<file path="src/rtl/core/assert_macros.svh">
// Assertion macros used by the top level of the registry table.
`ifndef ASSERT_MACROS_SVH
`define ASSERT_MACROS_SVH
`ifndef SYNTHESIS
`define ASSERT_ALWAYS(lbl, clk, rstn, expr, msg) \
    lbl: assert property (@(posedge clk) disable iff (!rstn) (expr)) else $error(msg);
`define ASSERT_IMPLY(lbl, clk, rstn, ante, cons, msg) \
    lbl: assert property (@(posedge clk) disable iff (!rstn) (ante) |-> (cons)) \
        else $error(msg);
`else
`define ASSERT_ALWAYS(lbl, clk, rstn, expr, msg)
`define ASSERT_IMPLY(lbl, clk, rstn, ante, cons, msg)
`endif
`endif

</file>
<file path="src/rtl/core/krt_ram.sv">
// Generic simple dual-port RAM with registered read.
module krt_ram #(
    parameter int WIDTH = 8,
    parameter int DEPTH = 16,
    localparam int AW = (DEPTH > 1) ? $clog2(DEPTH) : 1
) (
    input  logic             clk,
    input  logic             we,
    input  logic [AW-1:0]    waddr,
    input  logic [WIDTH-1:0] wdata,
    input  logic             re,
    input  logic [AW-1:0]    raddr,
    output logic [WIDTH-1:0] rdata
);

    logic [WIDTH-1:0] mem [DEPTH];

    always_ff @(posedge clk)
    begin
        if (we)
        begin
            mem[waddr] <= wdata;
        end
        if (re)
        begin
            rdata <= mem[raddr];
        end
    end

endmodule

</file>
<file path="config.mk">
export PLATFORM = sky130hd
export DESIGN_NAME = krt_ram
export DESIGN_NICKNAME = d
export VERILOG_FILES = /design/src/rtl/core/assert_macros.svh /design/src/rtl/core/krt_ram.sv
export SDC_FILE = /design/constraint.sdc
export NUM_CORES = 1
export LEC_CHECK = 0
export ABC_AREA = 0
export ABC_CLOCK_PERIOD_IN_PS = 2570
export CORE_UTILIZATION = 45
export CTS_CLUSTER_DIAMETER = 80
export DETAILED_ROUTE_END_ITERATION = 7
export DONT_BUFFER_PORTS = 1
export PLACE_DENSITY = 0.59
export RECOVER_POWER = 50
export SLEW_MARGIN = 20
export SYNTH_ARGS = -nofsm -noshare
export SYNTH_HDL_FRONTEND = slang
export SYNTH_SLANG_ARGS = --single-unit
</file>
<file path="constraint.sdc">
create_clock -name clk -period 2.57 [get_ports clk]
set_clock_uncertainty 0.2 [all_clocks]
set_input_delay 0.3855 -clock clk [delete_from_list [all_inputs] [get_ports clk]]
set_output_delay 0.3855 -clock clk [all_outputs]
set_load 0.1 [all_outputs]
</file>
==> flow_summary_export.csv, run 1 <==
group,metric,value,unit
logic_synthesis,synth_cells,229,
logic_synthesis,syn_area,5228,sq um
logic_synthesis,netlist.top_cell.by_area,"edfxtp_1",
critical_path,crit_arrival,1680,ps
cts,cts_sinks,136,
route,detailedRoute.firstIterationViolations,147,
logic_synthesis,synth_enable_flop_cells,136,
global_route,met1_usage,0.2402,
logic_synthesis,sequential_to_total_area_share_from_yosys_stat,0.7812,
critical_path,cpPeakStageDelay,500,ps
floorplan,die-width,109.8,um
layout,fraction_of_layout_instances_using_a_drive_strength_above_1,0.2092,
cts,tritoncts.num_buffers,17,
floorplan,starting_density,0.4719,
logic_synthesis,yosys_most_used_dff,"edfxtp_1",
timing,hold_viol,0,
global_route,grt_util_all_layers,0.1822,
power,switchingPower,1044,uW
cts,post-cts-setup-buffers,0,
placement,dp_hpwl,6.081,mm
status,outcome,"complete, no violations",
timing,worst-slew-pin-transition,740.2,ps
global_route,grt_most_used_layer,"met2",
route,postRouteAntennaNets,0,
layout,antenna_cells_inserted,0,
layout,final_common_cell,"edfxtp_1",
floorplan,core,11080,sq um
timing,finalCritPeriodShare,0.6734,
critical_path,path_max_fanout,1,
power,pwr-share-seq,0.479,
critical_path,timing.critical_path.cells,"mux4_1 > a22oi_1 > nand2_1",
logic_synthesis,synth-warning-count,0,
flow_run,maxCapViolCount,0,
power,switching_share_of_total_power,0.1991,
global_route,grt_pass1_vias,2506,
logic_synthesis,top_area_cell_type_share_of_the_netlist_area,0.7812,
power,pwr-share-comb,0.051,
logic_synthesis,async_reset_ff_frac,0,
power,p_leak,0.001994,uW
route,drtPass1Iterations,4,
placement,buffer_ports.inserted,0,
route,remaining_drc_errors,0,
cts,cts_repair_resize_count,0,
timing,fin_setup_tns,0,ps
route,routed_via_density,5.555,
timing,clock.fmax,0.5778,GHz
global_route,grt.met3_usage,0.04564,
global_route,wire_length_of_the_first_global_routing_pass,14.61,mm
power,power_density,855.1,nW/um^2
timing,final_period_minus_worst_setup_slack,1731,ps
logic_synthesis,syn_avg_cell_area,22.83,sq um
floorplan,num_rows,38,
logic_synthesis,post_synth_main_area_contributors,"edfxtp_1, mux4_2, mux4_1, a22oi_1, nor2_1",
cts,cts_tree,"built",
floorplan,die_h,109.8,um
critical_path,crit_path_end_kind,"register",
layout,synthToLayoutAreaGrowth,17.30,%
route,vias,2344,
timing,setup-violations-final,0,
cts,clock_tree.htree_level_count,4,
layout,num-nets-final,288,
timing,rsz0062_at_grt,"no",
placement,gp_congestion,0.7007,
critical_path,worst-endpoint-required,2520,ps
power,cell_internal_pwr,4200,uW
floorplan,die_area,12050,sq um
global_route,antenna_violations_before_repair,0,
cts,cts-root-to-sink-buffers,2,
global_route,met2_usage,0.2857,
critical_path,standard_cell_with_the_maximum_stage_delay_on_the_critical_path,"mux4_1",
power,clock_power_share,0.470,
cts,clk-insertion-delay-late,410,ps
timing,hold_slack,143.3,ps
route,finalWirelength,9.621,mm
logic_synthesis,synth_nets,248,
power,vdd_ir_drop_max,0.0004336,V
route,wire_per_inst,22.80,um
worst_hold_path,hold_path.class,"in -> reg",
critical_path,cp-start-kind,"register",
global_route,pin_count_of_the_biggest_net_entering_global_routing,33,
global_route,grt.overflow.total,0,
logic_synthesis,postSynthRegisterBits,136,
logic_synthesis,post_synth_cell_types,18,
floorplan,io_pins,27,
critical_path,critical_path_class,"reg -> reg",
cts,clock-root-buffer,"clkbuf_16",
cts,clkTransAtPathRegs,60,ps
layout,layout_common_cells,"edfxtp_1, mux4_2, clkbuf_16, a22oi_1, mux4_1",
timing,max-slew-margin-rel,0.5047,
timing,report.final.slew_viol_count,0,
critical path, delay by kind of cell (launching register included):
family	cells	cell delay [ps]
compound gates	1	320
flops	1	340
simple gates	1	110
mux	1	500
cell type report:
class / count / area [sq um]
Tap cell: 140 / 175.2
Fill cell: 854 / 4946
Sequential cell: 136 / 4084
Timing Repair Buffer: 31 / 206.4
Clock buffer: 17 / 425.4
Clock inverter: 15 / 183.9
Multi-Input combinational cell: 83 / 1057
cells by family after synthesis:
kind of cell           after synthesis  share of synthesized area
buffers and inverters               10                    0.01651
flip-flops                         136                     0.7812
AO/OA/AOI/OAI                       16                    0.02298
multiplexers                        32                     0.1479
AND/OR/NAND/NOR                     35                    0.03136
sequential cells by signal, indices dropped and copies added (netlist names):
| register | count |
|---|---|
| mem | 128 |
| rdata | 8 |
power by group through the flow:
stage,sequential [uW],clock (uW),combinational [uW]
after floorplan,2630,0,126
after global placement,2560,0,228
after detailed placement,2560,0,230
after CTS,2510,2490,272
after global routing,2520,2580,282
final,2510,2460,267
through the flow:
stage	total power [uW]	worst slack, ps	std cells	cell area [sq um]	utilization
after floorplan	2760	491.6	229	5228	-
after global placement	2787	745.4	381	5482	0.4948
after detailed placement	2790	718.0	381	5482	0.4948
after CTS	5275	855.6	422	6181	0.5579
after global routing	5378	815.6	422	6132	0.5535
final	5243	839.3	422	6132	0.5535
Yosys cell counts (2+ instances only):
master	count
mux4_1	14
nor2_1	13
mux4_2	18
buf_6	3
nand2_1	9
clkdlybuf4s25_2	3
nand3b_1	2
a22oi_1	16
nand2b_1	2
edfxtp_1	136
buf_2	3
nor3_1	4
path summary, 6_finish.rpt:
path / cells past startpoint / startpoint / slack [ps] / endpoint
worst min-delay path: 2 / waddr[0] / 140 / mem[0][5]
worst max register to register: 3 / mem[1][5] / 840 / rdata[5]
worst max-delay path: 3 / mem[1][5] / 840 / rdata[5]
worst min register to register: 3 / mem[7][3] / 550 / rdata[3]
metal layers:
layer	up-vias	part of all wire
met5	-	0
met4	0	0.015
met3	13	0.045
met2	67	0.49
met1	1200	0.45
li1	1064	-
repair_timing:
action,CTS,global route
hold endpoints to repair,136,0
hold buffers,9,0
setup endpoints to repair,0,0
No activity file was read; power rests on OpenSTA's default activity.
==> run 2, diff against run 1 <==
- ABC_AREA: 0 -> 1
- ABC_CLOCK_PERIOD_IN_PS: 2570 -> 1800
- clock period: 2.57 -> 1.8 ns (I/O delays scaled with it)
==> run 2 against run 1 <==
Worst hold slack worse by 130 ps. Sequential cell count unchanged. Highest routed layer unchanged. Sequential share of layout area is 5.7 points lower. Worst setup slack lost 650 ps. Register-to-register slack worse by 390 ps. Critical path depth rose by 1. Clock power is 22% higher. Routed wire length up 41%. Critical path type is now in -> reg. Die area rose by 12%.
==> flow_summary_export.csv, run 2 <==
group,metric,value,unit
floorplan,io_pins,27,
timing,fin_setup_tns,0,ps
global_route,pin_count_of_the_biggest_net_entering_global_routing,66,
timing,setup-violations-final,0,
worst_hold_path,hold_start,"raddr[1]",
flow_run,maxCapViolCount,0,
critical_path,worst-endpoint-required,1770,ps
floorplan,num_rows,41,
critical_path,critical-path-top-cell-by-count,"nand3_1",
critical_path,critical_path_class,"in -> reg",
timing,hold_slack,14.34,ps
critical_path,crit_arrival,1580,ps
layout,num-nets-final,607,
critical_path,crit_family,"buffers and inverters",
cts,cts-root-to-sink-buffers,2,
route,postRouteAntennaNets,0,
cts,tritoncts.num_buffers,17,
timing,max-slew-margin-rel,0.4381,
logic_synthesis,syn_avg_cell_area,10.61,sq um
global_route,grt.overflow.total,0,
floorplan,core,12620,sq um
placement,dp_hpwl,8.333,mm
layout,finalInstanceArea,6705,sq um
logic_synthesis,synth.most_common_cell,"nand2_1",
cts,cts_repair_resize_count,0,
critical_path,ff2ff_setup_slack,450,ps
logic_synthesis,netlist_top_cells_count,"nand2_1, edfxtp_1, inv_1",
logic_synthesis,synth_nets,570,
timing,worst-slew-pin-transition,840.1,ps
logic_synthesis,post_synth_main_area_contributors,"edfxtp_1, nand2_1, nand3_1, inv_1, buf_6",
floorplan,starting_density,0.4633,
critical_path,cp-start-kind,"input port",
logic_synthesis,postSynthRegisterBits,136,
route,vias,3847,
layout,num-fill-cells,1152,
logic_synthesis,post_synth_cell_types,11,
critical_path,crit_path_end_kind,"register",
logic_synthesis,synth-warning-count,0,
worst_hold_path,hold_path.class,"in -> reg",
power,power_density,1058,nW/um^2
route,finalWirelength,13.58,mm
layout,largest_register_ff_count,128,
route,detailedRoute.firstIterationViolations,301,
critical_path,r2r-start,"mem[1][4]",
route,drtPass1Iterations,5,
logic_synthesis,yosys_most_used_dff,"edfxtp_1",
power,vdd_ir_drop_max,0.0005900,V
layout,registers_with_the_most_flip_flops,"mem x128, rdata x8",
logic_synthesis,top_area_cell_type_share_of_the_netlist_area,0.6985,
layout,synthToLayoutAreaGrowth,14.68,%
power,p_leak,0.002815,uW
cts,clock-root-buffer,"clkbuf_16",
critical_path,crit_path_depth,4,
timing,final_period_minus_worst_setup_slack,1613,ps
critical_path,worst-path-buf-inv,1,
global_route,grt_pass1_vias,3783,
floorplan,die_h,116.0,um
cts,cts_tree,"built",
critical_path,r2r.worst_path.cells,6,
route,remaining_drc_errors,0,
layout,multi_input_area,1214,sq um
critical_path,timing.critical_path.from,"raddr[2]",
timing,clock.fmax,0.6201,GHz
cts,clock_tree.htree_level_count,4,
placement,gp_congestion,0.8345,
timing,rsz0062_at_grt,"no",
floorplan,die-width,116.0,um
logic_synthesis,synth_enable_flop_cells,136,
cts,cts_sinks,136,
timing,report.final.slew_viol_count,0,
route,wire_per_inst,17.61,um
timing,hold_viol,0,
critical_path,path_max_fanout,12,
layout,registers.top_by_ff_count,"mem",
global_route,grt_util_all_layers,0.2281,
cts,clk-insertion-delay-late,410,ps
layout,fraction_of_layout_instances_using_a_drive_strength_above_1,0.06020,
floorplan,die_area,13450,sq um
placement,placed_cell_area,6146,sq um
layout,layout_common_cells,"nand2_1, edfxtp_1, inv_1, nand3_1, clkbuf_1",
global_route,wire_length_of_the_first_global_routing_pass,21.25,mm
logic_synthesis,syn_area,5847,sq um
critical_path,crit-reg2reg-capture,"rdata[4]",
placement,buffer_ports.inserted,0,
critical_path,critPathCapture,"rdata[0]",
critical_path,cpPeakStageDelay,920,ps
critical_path,standard_cell_with_the_maximum_stage_delay_on_the_critical_path,"dlygate4sd3_1",
layout,register_area,4084,sq um
layout,final_common_cell,"nand2_1",
route,routed_via_density,4.990,
logic_synthesis,sequential_to_total_area_share_from_yosys_stat,0.6985,
status,outcome,"complete, no violations",
critical_path,timing.critical_path.cells,"dlygate4sd3_1 > nand3_1 > nand3_1 > nand2_1",
global_route,antenna_violations_before_repair,1,
logic_synthesis,synth_cells,551,
timing,finalCritPeriodShare,0.8959,
logic_synthesis,netlist.top_cell.by_area,"edfxtp_1",
cts,clkTransAtPathRegs,50,ps
logic_synthesis,async_reset_ff_frac,0,
## run 2: worst min-delay path by stage
stage	to	slack [ps]	cells past startpoint
final	rdata[3]	10	4
after global routing	rdata[7]	10	4
after CTS	rdata[7]	0.7	4
after detailed placement	mem[3][4]	170	0
after global placement	mem[3][4]	170	0
after floorplan	mem[0][0]	170	0
## run 2: layout make-up
| cell class | instances | area share |
|---|---|---|
| Timing Repair Buffer | 42 | 0.04572 |
| Sequential cell | 136 | 0.6091 |
| Inverter | 102 | 0.05710 |
| Antenna cell | 1 | 0.0003732 |
| Clock buffer | 22 | 0.06624 |
| Clock inverter | 7 | 0.008397 |
| Tap cell | 172 | 0.03210 |
| Multi-Input combinational cell | 289 | 0.1810 |
## run 2: worst min-delay path, stage by stage
cell     delay (ps)
nand3_1          60
nand3_1          70
nand3_1          70
nand2_1          50
## run 2: kinds of logic (layout without fill, tap and decap cells)
logic type    Yosys count  after routing  share of synthesized area
buf+inv               126            173                    0.09394
flops                 136            136                     0.6985
other cells             0              1                          0
simple gates          289            289                     0.2076
## run 2: per-stage QoR
step	cells	total power [uW]	setup slack [ps]	util
CTS	770	7149	214.6	0.5362
detailed placement	729	4083	196.0	0.4870
floorplan	551	4011	379.2	-
global route	771	7335	133.2	0.5313
finish	771	7095	187.4	0.5313
global placement	729	4077	230.6	0.4870
## run 2: where the power goes
part	switching (uW)	total (uW)	internal [uW]	leakage [uW]
clock network	1150	2990	1850	0.000246
registers	22.1	3600	3570	0.00124
logic	370	505	135	0.00133
## run 2: per-layer routing
metal	part of all wire	up-vias	GRT usage
li1	-	1851	-
met1	0.44	1862	0.3065
met2	0.48	116	0.3560
met3	0.059	18	0.04603
met4	0.021	0	0.1111
met5	0	-	0
## run 2: repair_timing
action | in CTS | in global routing
hold buffers | 12 | 0
hold endpoints to repair | 144 | 0
setup buffers | 0 | 0
==> run 3, diff against run 2 <==
- ABC_CLOCK_PERIOD_IN_PS: 1800 -> 1400
- PLACE_DENSITY: 0.59 -> 0.61
- clock period: 1.8 -> 1.4 ns (I/O delays scaled with it)
==> run 3 against run 2 <==
The run now ends with hold timing, setup timing left. Die area stayed put. Largest power group unchanged. Critical path type is now reg -> out. Worst hold slack worse by 130 ps. Clock-buffer cell count is 3 lower. Register-to-register slack worse by 370 ps.
==> flow_summary_export.csv, run 3 (synthesis results as in run 2) <==
group,metric,value,unit
status,outcome,"finished with violations",
status,violations,"hold timing, setup timing",
timing,worst_slack_setup_final,-67.89,ps
timing,max-slew-margin-rel,0.4825,
power,p_leak,0.002929,uW
floorplan,die_area,13450,sq um
cts,clock-root-buffer,"clkbuf_16",
cts,holdBufCountCts,11,
timing,worst-slew-pin-transition,773.6,ps
layout,fraction_of_layout_instances_using_a_drive_strength_above_1,0.08306,
layout,antenna_cells_inserted,0,
critical_path,critical_path_class,"reg -> out",
placement,gp_congestion,0.7867,
timing,finalCritPeriodShare,1.048,
floorplan,starting_density,0.4633,
timing,report.final.slew_viol_count,0,
route,remaining_drc_errors,0,
layout,largest_register_ff_count,128,
critical_path,standard_cell_with_the_maximum_stage_delay_on_the_critical_path,"edfxtp_1",
critical_path,crit_path_end_kind,"primary output",
critical_path,timing.critical_path.cells,"buf_12",
cts,cts_sinks,136,
critical_path,path_max_fanout,1,
flow_run,maxCapViolCount,0,
placement,placedCellCount,731,
critical_path,cpPeakStageDelay,430,ps
timing,setup-violations-final,8,
cts,cts-root-to-sink-buffers,2,
power,vdd_ir_drop_max,0.0008069,V
layout,registers_with_the_most_flip_flops,"mem x128, rdata x8",
power,power_density,1391,nW/um^2
timing,hold_viol,8,
critical_path,crit_arrival,1060,ps
placement,dp_hpwl,7.841,mm
route,vias,3801,
critical_path,worst-endpoint-required,990,ps
layout,synthToLayoutAreaGrowth,18.64,%
route,drtPass1Iterations,4,
global_route,grt_util_all_layers,0.2198,
route,postRouteAntennaNets,0,
route,routed_via_density,4.911,
route,finalWirelength,12.97,mm
critical_path,crit_family,"flip-flops",
timing,rsz0062_at_grt,"yes",
layout,finalInstanceArea,6937,sq um
route,wire_per_inst,16.75,um
global_route,grt_pass1_vias,3790,
global_route,grt.overflow.total,0,
floorplan,core,12620,sq um
floorplan,io_pins,27,
floorplan,die_h,116.0,um
cts,clock_tree.htree_level_count,4,
cts,clkTransAtPathRegs,60,ps
timing,hold_slack,-111.8,ps
layout,final_common_cell,"nand2_1",
global_route,wire_length_of_the_first_global_routing_pass,20.51,mm
floorplan,die-width,116.0,um
layout,stdcell_count,774,
route,detailedRoute.firstIterationViolations,310,
critical_path,cp-start-kind,"register",
global_route,pin_count_of_the_biggest_net_entering_global_routing,66,
layout,num-nets-final,608,
layout,layout_common_cells,"nand2_1, edfxtp_1, inv_1, nand3_1, clkbuf_1",
layout,num-fill-cells,1103,
placement,placed_cell_area,6286,sq um
timing,clock.fmax,0.6812,GHz
worst_hold_path,hold_path.class,"in -> reg",
cts,clk-insertion-delay-late,430,ps
floorplan,num_rows,41,
layout,registers.top_by_ff_count,"mem",
global_route,antenna_violations_before_repair,0,
cts,cts_tree,"built",
timing,fin_setup_tns,-339.0,ps
timing,final_period_minus_worst_setup_slack,1468,ps
cts,tritoncts.num_buffers,17,
placement,buffer_ports.inserted,0,
critical_path,worst-path-buf-inv,1,
## run 3: through the flow
stage	setup slack, ps	util	total power (uW)
2_1_floorplan	39.16	-	5157
3_3_place_gp	-82.40	0.4981	5311
3_5_place_dp	-78.29	0.4981	5320
4_1_cts	-79.63	0.5519	9705
5_1_grt	-97.66	0.5497	9928
6_report	-67.89	0.5497	9646
## run 3: repair_timing
| item | in CTS | in global routing |
|---|---|---|
| endpoints found under the setup margin | 8 | 16 |
| buffers inserted | 0 | 0 |
| pin swaps | 0 | 0 |
| resized for setup | 0 | 7 |
| endpoints found under the hold margin | 144 | 8 |
## run 3: layout make-up
type,count,area (sq um),area share
Clock inverter,13,135.1,0.01948
Inverter,102,382.9,0.05519
Sequential cell,136,4084,0.5887
Tap cell,172,215.2,0.03102
Timing Repair Buffer,43,442.9,0.06385
Clock buffer,19,432.9,0.06241
Multi-Input combinational cell,289,1244,0.1793
## run 3: final timing paths
check            start  endpoint  slack [ps]  depth (start not counted)
max           rdata[2]  rdata[2]         -70                          1
min reg2reg  mem[6][7]  rdata[7]         530                          6
max reg2reg  mem[0][6]  rdata[6]          80                          6
min           raddr[2]  rdata[7]        -110                          3
## run 3: where the power goes
part | switching [uW] | internal, uW
combinational | 477 | 236
sequential | 33.2 | 4590
clock | 1560 | 2750
## run 3: routing by layer
metal  vias to the layer above  wire length (um)  GRT usage
li1                       1859                 -          -
met3                        27              1049    0.05962
met1                      1769              5629     0.2853
met5                         -                 0          0
met2                       146              5857     0.3349
met4                         0               429     0.1239
